===== src/hw/rtl/normal_map_pixel_classifier_unit_macros.svh =====
//------------------------------------------------------------------------------
// Assertion macros for the normal map pixel classifier
// Short forms for the concurrent checks on the classifier's internal logic.
//------------------------------------------------------------------------------
`ifndef NORMAL_MAP_PIXEL_CLASSIFIER_UNIT_MACROS_SVH
`define NORMAL_MAP_PIXEL_CLASSIFIER_UNIT_MACROS_SVH

// The condition holds at every rising clock edge outside reset.
`define NMPC_ASSERT_ALWAYS(label, clk, rst_n, cond, msg) \
	label: assert property (@(posedge clk) disable iff (!rst_n) (cond)) else $error(msg);

// The consequent holds at the same edge as the antecedent.
`define NMPC_ASSERT_IMPLIES(label, clk, rst_n, ante, cons, msg) \
	label: assert property (@(posedge clk) disable iff (!rst_n) (ante) |-> (cons)) \
		else $error(msg);

`endif


===== src/hw/rtl/nmpc_pkg.sv =====
//------------------------------------------------------------------------------
// Normal map pixel classifier package
// Fixed widths, test thresholds and the result type shared by the modules.
//------------------------------------------------------------------------------
package nmpc_pkg;

	localparam int unsigned COMP_W    = 9;
	localparam int unsigned SQ_W      = 16;
	localparam int unsigned CNT_OUT_W = 13;

	localparam int unsigned MIN_SAMPLES = 16;

	localparam int          Z_MIN   = 51;
	localparam int unsigned LEN2_LO = 57222;
	localparam int unsigned LEN2_HI = 72828;

	localparam int unsigned PCT_SCALE      = 100;
	localparam int unsigned NORMAL_PCT     = 95;
	localparam int unsigned MEAN_Z_SCALE   = 255;
	localparam int unsigned MEAN_MAG_SCALE = 25;
	localparam int unsigned MEAN_MAG_LIMIT = 765;
	localparam int unsigned VAR_SCALE      = 100;
	localparam int unsigned VAR_LIMIT      = 13005;

	typedef struct packed {
		logic                 is_normal;
		logic                 too_few;
		logic [CNT_OUT_W-1:0] sample_count;
		logic [CNT_OUT_W-1:0] normal_count;
	} result_t;

	// Maps an 8-bit code v to 2v - 255 in nine signed bits.
	function automatic logic signed [COMP_W-1:0] unpack(input logic [7:0] v);
		return $signed({~v[7], v[6:0], 1'b1});
	endfunction

endpackage


===== src/hw/rtl/nmpc_front.sv =====
//------------------------------------------------------------------------------
// Normal map pixel classifier front end
// Accepts pixels, squares the components and keeps the per-image accumulators.
//------------------------------------------------------------------------------
module nmpc_front #(
	parameter int unsigned MAX_SAMPLES = 4096,
	localparam int unsigned CW = $clog2(MAX_SAMPLES + 1),
	localparam int unsigned SW = CW + 9,
	localparam int unsigned QW = CW + 17
) (
	input  logic                 clk,
	input  logic                 arst_n,
	input  logic                 pixel_valid,
	output logic                 pixel_stall,
	input  logic [7:0]           red,
	input  logic [7:0]           green,
	input  logic [7:0]           blue,
	input  logic                 last,
	input  logic                 q_full,
	output logic                 snap_push,
	output logic [CW-1:0]        snap_n,
	output logic [CW-1:0]        snap_nc,
	output logic signed [SW-1:0] snap_sx,
	output logic signed [SW-1:0] snap_sy,
	output logic signed [SW-1:0] snap_sz,
	output logic [QW-1:0]        snap_q
);
	import nmpc_pkg::*;

	logic advance;
	logic accept;
	logic take;
	logic [CW-1:0] cnt_q;
	logic [CW-1:0] cnt_nx;

	logic v_s1, v_s2, v_s3;
	logic take_s1, take_s2, take_s3;
	logic last_s1, last_s2, last_s3;
	logic [CW-1:0] cnt_s1, cnt_s2, cnt_s3;
	logic signed [COMP_W-1:0] cx_s1, cy_s1, cz_s1;
	logic signed [COMP_W-1:0] cx_s2, cy_s2, cz_s2;
	logic signed [COMP_W-1:0] cx_s3, cy_s3, cz_s3;
	logic [SQ_W-1:0] sqx_s2, sqy_s2, sqz_s2;
	logic [SQ_W:0] xy2_s3;
	logic normal_s3;

	logic signed [2*COMP_W-1:0] px, py, pz;
	logic [SQ_W:0] xy2;
	logic [SQ_W+1:0] len2;
	logic normal;

	logic [CW-1:0] nc_q, nc_nx;
	logic signed [SW-1:0] sx_q, sy_q, sz_q, sx_nx, sy_nx, sz_nx;
	logic [QW-1:0] qs_q, qs_nx;

	assign advance     = !(v_s3 && last_s3 && q_full);
	assign pixel_stall = !advance;
	assign accept      = pixel_valid && advance;
	assign take        = cnt_q < CW'(MAX_SAMPLES);
	assign cnt_nx      = cnt_q + CW'(take);

	assign px = cx_s1 * cx_s1;
	assign py = cy_s1 * cy_s1;
	assign pz = cz_s1 * cz_s1;

	assign xy2    = (SQ_W+1)'(sqx_s2) + (SQ_W+1)'(sqy_s2);
	assign len2   = (SQ_W+2)'(xy2) + (SQ_W+2)'(sqz_s2);
	assign normal = (cz_s2 > $signed(COMP_W'(Z_MIN))) && (len2 > (SQ_W+2)'(LEN2_LO)) &&
		(len2 < (SQ_W+2)'(LEN2_HI));

	assign nc_nx = nc_q + CW'(take_s3 && normal_s3);
	assign sx_nx = take_s3 ? sx_q + SW'(cx_s3) : sx_q;
	assign sy_nx = take_s3 ? sy_q + SW'(cy_s3) : sy_q;
	assign sz_nx = take_s3 ? sz_q + SW'(cz_s3) : sz_q;
	assign qs_nx = take_s3 ? qs_q + QW'(xy2_s3) : qs_q;

	assign snap_push = advance && v_s3 && last_s3;
	assign snap_n    = cnt_s3;
	assign snap_nc   = nc_nx;
	assign snap_sx   = sx_nx;
	assign snap_sy   = sy_nx;
	assign snap_sz   = sz_nx;
	assign snap_q    = qs_nx;

	always_ff @(posedge clk or negedge arst_n) begin
		if (!arst_n) begin
			cnt_q <= '0;
			v_s1  <= 1'b0;
			v_s2  <= 1'b0;
			v_s3  <= 1'b0;
			nc_q  <= '0;
			sx_q  <= '0;
			sy_q  <= '0;
			sz_q  <= '0;
			qs_q  <= '0;
		end else if (advance) begin
			v_s1 <= accept;
			v_s2 <= v_s1;
			v_s3 <= v_s2;
			if (accept) begin
				cnt_q <= last ? '0 : cnt_nx;
			end
			if (v_s3) begin
				if (last_s3) begin
					nc_q <= '0;
					sx_q <= '0;
					sy_q <= '0;
					sz_q <= '0;
					qs_q <= '0;
				end else begin
					nc_q <= nc_nx;
					sx_q <= sx_nx;
					sy_q <= sy_nx;
					sz_q <= sz_nx;
					qs_q <= qs_nx;
				end
			end
		end
	end

	always_ff @(posedge clk) begin
		if (advance) begin
			take_s1 <= take;
			last_s1 <= last;
			cnt_s1  <= cnt_nx;
			cx_s1   <= unpack(red);
			cy_s1   <= unpack(green);
			cz_s1   <= unpack(blue);

			take_s2 <= take_s1;
			last_s2 <= last_s1;
			cnt_s2  <= cnt_s1;
			cx_s2   <= cx_s1;
			cy_s2   <= cy_s1;
			cz_s2   <= cz_s1;
			sqx_s2  <= px[SQ_W-1:0];
			sqy_s2  <= py[SQ_W-1:0];
			sqz_s2  <= pz[SQ_W-1:0];

			take_s3   <= take_s2;
			last_s3   <= last_s2;
			cnt_s3    <= cnt_s2;
			cx_s3     <= cx_s2;
			cy_s3     <= cy_s2;
			cz_s3     <= cz_s2;
			xy2_s3    <= xy2;
			normal_s3 <= normal;
		end
	end

endmodule


===== src/hw/rtl/nmpc_queue.sv =====
//------------------------------------------------------------------------------
// Normal map pixel classifier image queue
// Two-entry queue of finished image totals between the front and back ends.
//------------------------------------------------------------------------------
module nmpc_queue #(
	parameter int unsigned WIDTH = 8
) (
	input  logic             clk,
	input  logic             arst_n,
	input  logic             push,
	input  logic [WIDTH-1:0] wdata,
	output logic             full,
	input  logic             pop,
	output logic [WIDTH-1:0] rdata,
	output logic             empty
);
	localparam int unsigned DEPTH = 2;
	localparam int unsigned PTR_W = $clog2(DEPTH);
	localparam int unsigned CNT_W = $clog2(DEPTH + 1);

	logic [WIDTH-1:0] slot_q [DEPTH];
	logic [PTR_W-1:0] wr_ptr_q, rd_ptr_q;
	logic [CNT_W-1:0] count_q;

	assign full  = count_q == CNT_W'(DEPTH);
	assign empty = count_q == '0;
	assign rdata = slot_q[rd_ptr_q];

	always_ff @(posedge clk or negedge arst_n) begin
		if (!arst_n) begin
			wr_ptr_q <= '0;
			rd_ptr_q <= '0;
			count_q  <= '0;
		end else begin
			if (push) begin
				wr_ptr_q <= wr_ptr_q + PTR_W'(1);
			end
			if (pop) begin
				rd_ptr_q <= rd_ptr_q + PTR_W'(1);
			end
			if (push && !pop) begin
				count_q <= count_q + CNT_W'(1);
			end else if (pop && !push) begin
				count_q <= count_q - CNT_W'(1);
			end
		end
	end

	always_ff @(posedge clk) begin
		if (push) begin
			slot_q[wr_ptr_q] <= wdata;
		end
	end

endmodule


===== src/hw/rtl/nmpc_back.sv =====
//------------------------------------------------------------------------------
// Normal map pixel classifier back end
// Applies the image tests to one set of totals, with a shift-add variance unit.
//------------------------------------------------------------------------------
module nmpc_back #(
	parameter int unsigned MAX_SAMPLES = 4096,
	localparam int unsigned CW = $clog2(MAX_SAMPLES + 1),
	localparam int unsigned SW = CW + 9,
	localparam int unsigned QW = CW + 17
) (
	input  logic                 clk,
	input  logic                 arst_n,
	input  logic                 q_empty,
	output logic                 q_pop,
	input  logic [CW-1:0]        q_n,
	input  logic [CW-1:0]        q_nc,
	input  logic signed [SW-1:0] q_sx,
	input  logic signed [SW-1:0] q_sy,
	input  logic signed [SW-1:0] q_sz,
	input  logic [QW-1:0]        q_qsum,
	input  logic                 result_stall,
	output logic                 result_valid,
	output nmpc_pkg::result_t    result
);
	import nmpc_pkg::*;

	localparam int unsigned MGW = CW + 8;
	localparam int unsigned LW  = 2 * CW + 24;
	localparam int unsigned SPW = $clog2(MGW);

	localparam logic [2:0] ST_IDLE  = 3'd0;
	localparam logic [2:0] ST_CHECK = 3'd1;
	localparam logic [2:0] ST_MUL   = 3'd2;
	localparam logic [2:0] ST_SUB1  = 3'd3;
	localparam logic [2:0] ST_SUB2  = 3'd4;
	localparam logic [2:0] ST_DONE  = 3'd5;

	logic [2:0] state_q;
	logic [SPW-1:0] step_q;
	logic res_valid_q;
	result_t res_q;
	logic load;

	logic [CW-1:0] n_q, nc_q, mn_q;
	logic [MGW-1:0] ax_q, ay_q, mx_q, my_q;
	logic signed [SW-1:0] sz_q;
	logic [QW-1:0] qsum_q;
	logic few_q, pass_q;
	logic [LW-1:0] md_q, mxd_q, myd_q, mr_q;
	logic [LW-1:0] acc_l_q, acc_x_q, acc_y_q, acc_r_q;

	logic few, nc_ok, z_ok, x_ok, y_ok, pass;
	logic signed [SW+1:0] z_lhs, z_rhs;

	assign q_pop        = (state_q == ST_IDLE) && !q_empty;
	assign load         = (state_q == ST_DONE) && (!res_valid_q || !result_stall);
	assign result_valid = res_valid_q;
	assign result       = res_q;

	assign few   = n_q < CW'(MIN_SAMPLES);
	assign nc_ok = (CW+7)'(nc_q) * (CW+7)'(PCT_SCALE) >= (CW+7)'(n_q) * (CW+7)'(NORMAL_PCT);
	assign z_lhs = (SW+2)'(sz_q) <<< 1;
	assign z_rhs = $signed((SW+2)'(n_q) * (SW+2)'(MEAN_Z_SCALE));
	assign z_ok  = z_lhs > z_rhs;
	assign x_ok  = (MGW+5)'(ax_q) * (MGW+5)'(MEAN_MAG_SCALE) <
		(MGW+5)'(n_q) * (MGW+5)'(MEAN_MAG_LIMIT);
	assign y_ok  = (MGW+5)'(ay_q) * (MGW+5)'(MEAN_MAG_SCALE) <
		(MGW+5)'(n_q) * (MGW+5)'(MEAN_MAG_LIMIT);
	assign pass  = !few && nc_ok && z_ok && x_ok && y_ok;

	always_ff @(posedge clk or negedge arst_n) begin
		if (!arst_n) begin
			state_q     <= ST_IDLE;
			step_q      <= '0;
			res_valid_q <= 1'b0;
		end else begin
			if (load) begin
				res_valid_q <= 1'b1;
			end else if (!result_stall) begin
				res_valid_q <= 1'b0;
			end
			case (state_q)
				ST_IDLE: begin
					if (!q_empty) begin
						state_q <= ST_CHECK;
					end
				end
				ST_CHECK: begin
					step_q  <= '0;
					state_q <= pass ? ST_MUL : ST_DONE;
				end
				ST_MUL: begin
					step_q <= step_q + SPW'(1);
					if (step_q == SPW'(MGW - 1)) begin
						state_q <= ST_SUB1;
					end
				end
				ST_SUB1: begin
					state_q <= ST_SUB2;
				end
				ST_SUB2: begin
					state_q <= ST_DONE;
				end
				ST_DONE: begin
					if (load) begin
						state_q <= ST_IDLE;
					end
				end
				default: begin
					state_q <= ST_IDLE;
				end
			endcase
		end
	end

	always_ff @(posedge clk) begin
		case (state_q)
			ST_IDLE: begin
				if (!q_empty) begin
					n_q    <= q_n;
					nc_q   <= q_nc;
					ax_q   <= MGW'(q_sx[SW-1] ? -q_sx : q_sx);
					ay_q   <= MGW'(q_sy[SW-1] ? -q_sy : q_sy);
					sz_q   <= q_sz;
					qsum_q <= q_qsum;
				end
			end
			ST_CHECK: begin
				few_q   <= few;
				pass_q  <= pass;
				mn_q    <= n_q;
				mx_q    <= ax_q;
				my_q    <= ay_q;
				md_q    <= LW'(qsum_q) * LW'(VAR_SCALE);
				mxd_q   <= LW'(ax_q) * LW'(VAR_SCALE);
				myd_q   <= LW'(ay_q) * LW'(VAR_SCALE);
				mr_q    <= LW'(n_q) * LW'(VAR_LIMIT);
				acc_l_q <= '0;
				acc_x_q <= '0;
				acc_y_q <= '0;
				acc_r_q <= '0;
			end
			ST_MUL: begin
				if (mn_q[0]) begin
					acc_l_q <= acc_l_q + md_q;
					acc_r_q <= acc_r_q + mr_q;
				end
				if (mx_q[0]) begin
					acc_x_q <= acc_x_q + mxd_q;
				end
				if (my_q[0]) begin
					acc_y_q <= acc_y_q + myd_q;
				end
				mn_q  <= mn_q >> 1;
				mx_q  <= mx_q >> 1;
				my_q  <= my_q >> 1;
				md_q  <= md_q << 1;
				mr_q  <= mr_q << 1;
				mxd_q <= mxd_q << 1;
				myd_q <= myd_q << 1;
			end
			ST_SUB1: begin
				acc_l_q <= acc_l_q - acc_x_q;
			end
			ST_SUB2: begin
				acc_l_q <= acc_l_q - acc_y_q;
			end
			ST_DONE: begin
				if (load) begin
					res_q.is_normal    <= pass_q && (acc_l_q > acc_r_q);
					res_q.too_few      <= few_q;
					res_q.sample_count <= CNT_OUT_W'(n_q);
					res_q.normal_count <= CNT_OUT_W'(nc_q);
				end
			end
			default: begin
			end
		endcase
	end

endmodule


===== src/hw/rtl/normal_map_pixel_classifier_unit.sv =====
//------------------------------------------------------------------------------
// Normal map pixel classifier
// Decides from sampled RGB8 pixels whether an image looks like a normal map.
//------------------------------------------------------------------------------
//  Channel   Handshake                   Payload
//  pixel     pixel_valid / pixel_stall   red, green, blue, last
//  result    result_valid / result_stall is_normal, too_few, sample_count,
//                                        normal_count
//
// Pixels pass a three-stage front pipeline, one per cycle unless stalled.
// When a simple test decides an image, its result skips the variance test;
// otherwise it waits for the variance test, which runs a shift-add unit one
// multiplier bit a cycle.
// Reset clears the pixel counter, the accumulators, the queue and result_valid.
// pixel_stall rises only while an image's last transaction waits at the end of
// the front pipeline for room in the two-entry image queue.
//------------------------------------------------------------------------------
`include "normal_map_pixel_classifier_unit_macros.svh"

module normal_map_pixel_classifier_unit #(
	parameter int unsigned MAX_SAMPLES = 4096
) (
	input  logic                           clk,
	input  logic                           arst_n,
	input  logic                           pixel_valid,
	output logic                           pixel_stall,
	input  logic [7:0]                     red,
	input  logic [7:0]                     green,
	input  logic [7:0]                     blue,
	input  logic                           last,
	output logic                           result_valid,
	input  logic                           result_stall,
	output logic                           is_normal,
	output logic                           too_few,
	output logic [nmpc_pkg::CNT_OUT_W-1:0] sample_count,
	output logic [nmpc_pkg::CNT_OUT_W-1:0] normal_count
);
	import nmpc_pkg::*;

	localparam int unsigned CW = $clog2(MAX_SAMPLES + 1);
	localparam int unsigned SW = CW + 9;
	localparam int unsigned QW = CW + 17;
	localparam int unsigned EW = 2 * CW + 3 * SW + QW;

	logic q_push, q_full, q_pop, q_empty;
	logic [EW-1:0] q_wdata, q_rdata;
	logic [CW-1:0] snap_n, snap_nc, q_n, q_nc;
	logic signed [SW-1:0] snap_sx, snap_sy, snap_sz, q_sx, q_sy, q_sz;
	logic [QW-1:0] snap_q, q_qsum;
	result_t result;

	nmpc_front #(
		.MAX_SAMPLES(MAX_SAMPLES)
	) u_front (
		.clk        (clk),
		.arst_n     (arst_n),
		.pixel_valid(pixel_valid),
		.pixel_stall(pixel_stall),
		.red        (red),
		.green      (green),
		.blue       (blue),
		.last       (last),
		.q_full     (q_full),
		.snap_push  (q_push),
		.snap_n     (snap_n),
		.snap_nc    (snap_nc),
		.snap_sx    (snap_sx),
		.snap_sy    (snap_sy),
		.snap_sz    (snap_sz),
		.snap_q     (snap_q)
	);

	assign q_wdata = {snap_n, snap_nc, snap_sx, snap_sy, snap_sz, snap_q};

	nmpc_queue #(
		.WIDTH(EW)
	) u_queue (
		.clk   (clk),
		.arst_n(arst_n),
		.push  (q_push),
		.wdata (q_wdata),
		.full  (q_full),
		.pop   (q_pop),
		.rdata (q_rdata),
		.empty (q_empty)
	);

	assign {q_n, q_nc, q_sx, q_sy, q_sz, q_qsum} = q_rdata;

	nmpc_back #(
		.MAX_SAMPLES(MAX_SAMPLES)
	) u_back (
		.clk         (clk),
		.arst_n      (arst_n),
		.q_empty     (q_empty),
		.q_pop       (q_pop),
		.q_n         (q_n),
		.q_nc        (q_nc),
		.q_sx        (q_sx),
		.q_sy        (q_sy),
		.q_sz        (q_sz),
		.q_qsum      (q_qsum),
		.result_stall(result_stall),
		.result_valid(result_valid),
		.result      (result)
	);

	assign is_normal    = result.is_normal;
	assign too_few      = result.too_few;
	assign sample_count = result.sample_count;
	assign normal_count = result.normal_count;

	`NMPC_ASSERT_IMPLIES(a_push_has_room, clk, arst_n, q_push, !q_full, "image queue overflow")
	`NMPC_ASSERT_IMPLIES(a_pop_has_data, clk, arst_n, q_pop, !q_empty, "image queue underflow")
	`NMPC_ASSERT_IMPLIES(a_stall_on_full, clk, arst_n, pixel_stall, q_full, "stall without full queue")
	`NMPC_ASSERT_ALWAYS(a_few_not_normal, clk, arst_n, !(result_valid && too_few && is_normal),
		"short image classified as normal")

endmodule


===== config.mk =====
export PLATFORM = sky130hd
export DESIGN_NAME = normal_map_pixel_classifier_unit
export DESIGN_NICKNAME = d
export VERILOG_FILES = /design/src/hw/rtl/nmpc_pkg.sv /design/src/hw/rtl/nmpc_front.sv /design/src/hw/rtl/nmpc_queue.sv /design/src/hw/rtl/nmpc_back.sv /design/src/hw/rtl/normal_map_pixel_classifier_unit.sv
export VERILOG_INCLUDE_DIRS = /design/src /design/src/hw/rtl
export SDC_FILE = /design/constraint.sdc
export NUM_CORES = 2
export LEC_CHECK = 0
export ABC_AREA = 1
export ABC_CLOCK_PERIOD_IN_PS = 15000
export BUFFER_PORTS_ARGS = -buffer_cell sky130_fd_sc_hd__buf_2
export CAP_MARGIN = 20
export CORE_ASPECT_RATIO = 1.5
export CORE_MARGIN = 3
export CORE_UTILIZATION = 45
export DETAILED_ROUTE_END_ITERATION = 7
export GPL_TIMING_DRIVEN = 0
export HOLD_SLACK_MARGIN = 0.15
export SLEW_MARGIN = 20
export SYNTH_ARGS = -nofsm -noshare
export SYNTH_HDL_FRONTEND = slang
export SYNTH_SLANG_ARGS = --single-unit

===== constraint.sdc =====
create_clock -name clk -period 15 [get_ports clk]
set_clock_uncertainty 0.2 [all_clocks]
set_input_delay 1.5 -clock clk [delete_from_list [all_inputs] [get_ports clk]]
set_output_delay 1.5 -clock clk [all_outputs]
set_load 0.05 [all_outputs]

# Yosys cells after proc, flatten, opt, wreduce, memory -nomap -nowiden
# Memories as Yosys holds them, arrays and structs flattened.
# Index checks and enable logic that the tools add are counted.
# word_totals
register_bits	926
ramBits	244
in_bits	29
output_inout_bits	30
wordCells	203
n_memories	1
# op_classes
addsub	21
multipliers	13
magnitude_cmp	10
eq_ne	14
n_mux	39
bitwise	5
n_reduce_logical	39
# memory_table
memory	words	word_bits	rd	rd_ports_with_merged_regs	write_ports	line	text
u_queue.slot_q	2	122	1	0	1	nmpc_queue.sv:21	logic [WIDTH-1:0] slot_q [DEPTH];
# ops
operator	n
$pmux W50 S2	7
$add A50 B50 Y50	4
$mux W50	4
$pmux W50 S4	1
$mux W22	6
$mul A21 B5 Y26 const B	4
$sub A50 B50 Y50	2
$pmux W21 S2	2
$add A22 B9 Y22	3
$mux W30	2
$lt A26 B23 Y1	2
$gt A50 B50 Y1	1
$mul A9 B9 Y16	3
$mux W21	2
$neg A21 Y21	2
$mul A30 B5 Y35 const B	1
$add A30 B17 Y30	1
$mul A13 B14 Y27 const B	1
$add A13 B1 Y13	2
$mux W13	2
$pmux W13 S2	1
$gt A23 B22 Y1	1
$mul A13 B10 Y23 const B	1
$mul A13 B8 Y21 const B	1
36 further kinds	85

# Longest topological paths before layout
# logic_depth
word_depth	9
ltp_mapped	36
depth_no_buf	36

# Modules after synthesis
# Synthesis repeated with hierarchy kept, for this count alone.
# hier_totals
cells_unflattened	10481
hier_area_um2	92492.5
# modules_own_cells
module	instances	cells_each	area_per_inst_um2	seq_area_each_um2
nmpc_back	1	7040	57844.2	18032.3
nmpc_front	1	3036	25348.1	8358.0
nmpc_queue	1	405	9300.2	7427.1

# Worst setup path after synthesis
# Ideal clock, no wire load.
# synth_timing
path_type	register to register
start	register u_back.state_q[2]
end	register u_back.step_q[0]
setup_ns	0.399
t_arrival_ns	6.619
required_ns	14.401
slack_ns	7.782
path_stages_with_launch	6
n_path_buf	1
synth_period_minus_slack_ns	7.218
path_cell_list	dfrtp_1 -> nor3_2 -> inv_2 -> clkbuf_1 -> nand2_1 -> o21ai_0
# synth_via
elab_chain_cells	2
elab_cells_between_ends	4
classes_between	eq/ne: 2; mux: 1; reduce/logical: 1
# synth_rtl
item	line	text
start, declared	nmpc_back.sv:38	logic [2:0] state_q;
start signal, assigned	nmpc_back.sv:90	state_q <= pass ? ST_MUL : ST_DONE;
$eq A3 B2 Y1 or $eq A3 B1 Y1 (tied branches)	nmpc_back.sv:82	case (state_q)
$pmux W5 S2 or $reduce_bool A2 Y1 (tied branches)	--	
end signal, assigned	nmpc_back.sv:93	step_q <= step_q + SPW'(1);
end, declared	nmpc_back.sv:39	logic [SPW-1:0] step_q;
# Several ways; a longest one is shown, not always the timed one.
# A chain may end at the register's enable or synchronous reset.

# Worst setup path after layout
# layout_timing
start	register u_back.n_q[12]
end	register u_back.state_q[0]
# layout_via
elab_chain_cells	8
elab_cells_between_ends	15
classes_between	mul: 3; order compare: 5; mux: 2; reduce/logical: 5
# layout_rtl
item	line	text
start, declared	nmpc_back.sv:44	logic [CW-1:0] n_q, nc_q, mn_q;
start signal, assigned	nmpc_back.sv:120	n_q <= q_n;
$mul A13 B7 Y20 or $lt A13 B5 Y1 (tied branches)	nmpc_back.sv:61, nmpc_back.sv:60	
$ge A20 B20 Y1 or $logic_not A1 Y1 (tied branches)	nmpc_back.sv:61, nmpc_back.sv:69	
$logic_and A1 B1 Y1 (3 in series)	nmpc_back.sv:69	assign pass = !few && nc_ok && z_ok && x_ok && y_ok;
$logic_and A1 B1 Y1 *	nmpc_back.sv:69	
$mux W3 *	nmpc_back.sv:90	
$pmux W3 S6 *	nmpc_back.sv:82	
# Every way passes the cells marked *; elsewhere a longest branch is shown, timed or not.

==> impl_metrics.toml <==
[outcome]
status = "complete, no violations"

[clock_tree]
clk_path_buf_depth = 3
root_buffer = "clkbuf_16"
postCtsHoldBufs = 0
cts_buffers = 118
h-tree-depth = 3
clock_latency_ps = 780
cts_resized = 0
path_clk_slew_ps = 70
cts_tree = "built"
cts.sinks = 1145
post_cts_buffers = 0

[sta]
finalSetupViolations = 0
rsz0062_at_grt = "false"
tightest_slew_ps = 1220
slew_violations = 0
relSlewSlack_pct = 18.8
max_freq_mhz = 116
fin_crit_ps = 8610
setup_tns_ps = 0
fin_crit_sh_pct = 57.4
hold_violations = 0

[yosys]
synth_cells = 10324
synth-compound-area-share_pct = 11.6
synth_cell_types = 61
synth_mux_area_share_pct = 0.144
synth-seq-area-share_pct = 37.3
ys_top_cells_by_area = "edfxtp_1 (33%), ha_1 (14%), fa_1 (9.2%)"
yosys_warnings = 0
synth_xor_xnor_area_share_pct = 3.60
yosysTopAreaCell = "edfxtp_1"
avgSynthCellArea_um2 = 8.76
yosys.area_share.simple_pct = 15.7
synth_edf_count = 1008
ys_async_sr_fraction_pct = 12.0
synth_ff_type = "edfxtp_1"
synth_top_family_by_area = "adder cells"
ys_ff_latch = 1145
synth_area_mm2 = 0.0904
synth_top_area_share_pct = 33.5
synthAdderAreaFrac_pct = 23.3
syn_nets = 11785

[flow_run]
drv_cap = 0

[routing]
firstDrtPassIters = 6
drt-total-wl_um = 274000
routedWlPerCell_um = 20.6
postRouteAntennaNets = 0
routed-via-count = 69619
remaining_drc_errors = 0
vias_per_cell = 5.25
first_iter_violations = 3882

[setup_path]
ff2ff_setup_slack_ps = 6390
worstSetupPathType = "register to register"
rr_endpoint = "u_back.state_q[0]"
cp.required_ps = 15440
end_kind = "register"
endpoint = "u_back.state_q[0]"
r2r-start = "u_back.n_q[12]"
ff2ff_path_depth = 29
critPathLaunchType = "register"
cp-startpoint = "u_back.n_q[12]"
crit_path_frequent_cell = "nand2_1"
slowest_stage = "edfxtp_1"
cpPeakStageDelay_ps = 1070
path_max_fanout = 12
cp.arrival_ps = 9060

[min_path]
worstHoldStart = "u_front.cx_s2[8]"
hold_path_class = "register to register"

[layout]
regArea_mm2 = 0.0337
fin_nets = 11997
area_growth_pct = 9.63
drive_gt1_share_pct = 4.12
stdcell_area_mm2 = 0.0991
multiInputGateArea_mm2 = 0.0491
fillers = 18833

[placed_design]
place.gp.congestion = 0.972
dp_hpwl_um = 230000
port_buffers = 58
placed_cell_area_mm2 = 0.0948

[global_route]
grt_max_degree = 109
grt_overflow = 0
grt_pass1_wl_um = 414000
grt_usage_pct = 26.5
grt_pass1_vias = 71489
antenna_found_initial = 4

[floorplan]
core_mm2 = 0.199
io_pins = 59
core.rowCount = 200
die_w_um = 372
die-area_mm2 = 0.206
die_h_um = 555
initial_core_util_pct = 45.4
-- how the worst min path moves through the flow --
stage | slack (ps) | end | cells past startpoint
finish | 220 | u_front.cx_s3[8] | 0
global route | 220 | u_front.cy_s3[1] | 0
CTS | 220 | u_front.cx_s3[8] | 0
detailed placement | 200 | u_front.cy_s3[1] | 0
global placement | 200 | u_front.cx_s3[8] | 0
floorplan | 200 | u_back.result[26] | 0
-- placed cells by master (no fill, tap or decap), drive strengths merged, types with 6 or more instances in the layout --
master | Yosys | routed
nand2 | 2096 | 2096
inv | 1866 | 1880
ha | 1018 | 1018
edfxtp | 1008 | 1008
a21oi | 762 | 762
nor2 | 712 | 712
o21ai | 651 | 651
fa | 414 | 414
nand3 | 319 | 319
clkbuf | 150 | 299
xor2 | 223 | 223
xnor2 | 149 | 149
dfrtp | 137 | 137
buf | 21 | 113
nor3 | 102 | 102
a31oi | 93 | 93
or2 | 92 | 92
nand4 | 75 | 75
a21o | 59 | 59
o21a | 58 | 58
a22o | 55 | 55
o21bai | 47 | 47
nor4 | 38 | 38
clkinv | 0 | 35
o22ai | 32 | 32
a21boi | 29 | 29
o211ai | 22 | 22
a221oi | 14 | 14
a211oi | 14 | 14
mux2i | 13 | 13
bufinv | 0 | 13
clkinvlp | 0 | 11
and2 | 8 | 8
nand3b | 8 | 8
o2111ai | 7 | 7
diode | 0 | 6
and3 | 6 | 6
-- Yosys cell counts (149+ instances only) --
| cell | instances |
|---|---|
| nor2_1 | 711 |
| nand3_1 | 318 |
| nand2_1 | 2095 |
| ha_1 | 1018 |
| a21oi_1 | 762 |
| edfxtp_1 | 1008 |
| o21ai_0 | 629 |
| xor2_1 | 223 |
| fa_1 | 414 |
| inv_1 | 1860 |
| xnor2_1 | 149 |
| clkbuf_1 | 150 |
-- stage by stage --
stage	utilization [%]	hold WS (ps)	cells	worst slack (ps)
detailed placement	47.7	205	13041	6340
CTS	49.8	219	13263	6270
floorplan	-	200	10324	7780
global placement	47.2	201	13008	3900
global route	49.8	223	13266	5980
finish	49.8	218	13270	6390
-- flip-flops by register name (all words and copies together) (netlist names), 47 cells and up --
register / cells
u_back.mr_q: 50
u_back.acc_l_q: 48
u_back.myd_q: 48
u_back.mxd_q: 48
u_back.acc_y_q: 48
u_back.md_q: 47
u_back.acc_x_q: 48
u_back.acc_r_q: 50
u_queue.slot_q: 242
-- cell type report --
cell class	instances	area share, %
Timing Repair Buffer	92	1.06
Sequential cell	1145	34.0
Antenna cell	6	0.0152
Tap cell	2626	3.32
Clock inverter	73	0.984
Clock buffer	149	3.30
Buffer	171	0.687
Multi-Input combinational cell	7142	49.6
Inverter	1866	7.08
-- worst max-delay path, delay by kind of cell, from the launching register on --
| family | cells | cell delay, ps |
|---|---|---|
| AO/OA/AOI/OAI | 4 | 1150 |
| XOR/XNOR | 1 | 190 |
| adder cells (fa/ha/maj) | 7 | 3100 |
| buffers and inverters | 3 | 900 |
| flip-flops | 1 | 1070 |
| AND/OR/NAND/NOR | 14 | 1860 |
-- cells by family (layout without fill, tap and decap cells) --
group | count (synthesis) | after routing
other | 2 | 8
buffers and inverters | 2037 | 2351
XOR/XNOR | 372 | 372
multiplexers | 13 | 13
flip-flops | 1145 | 1145
AO/OA/AOI/OAI | 1864 | 1864
adder cells (fa/ha/maj) | 1432 | 1432
AND/OR/NAND/NOR | 3459 | 3459
-- per-layer routing --
layer	vias to the layer above	global-route usage, %	wire length, um
met5	-	0	0
met4	0	21.5	27200
met3	641	2.53	7890
met2	1415	49.1	142000
met1	32945	26.6	96100
li1	34618	-	-
Power is left out: the tool's default activity adds up to more than one toggle a clock period on the data nets, which glitch-free logic cannot reach.
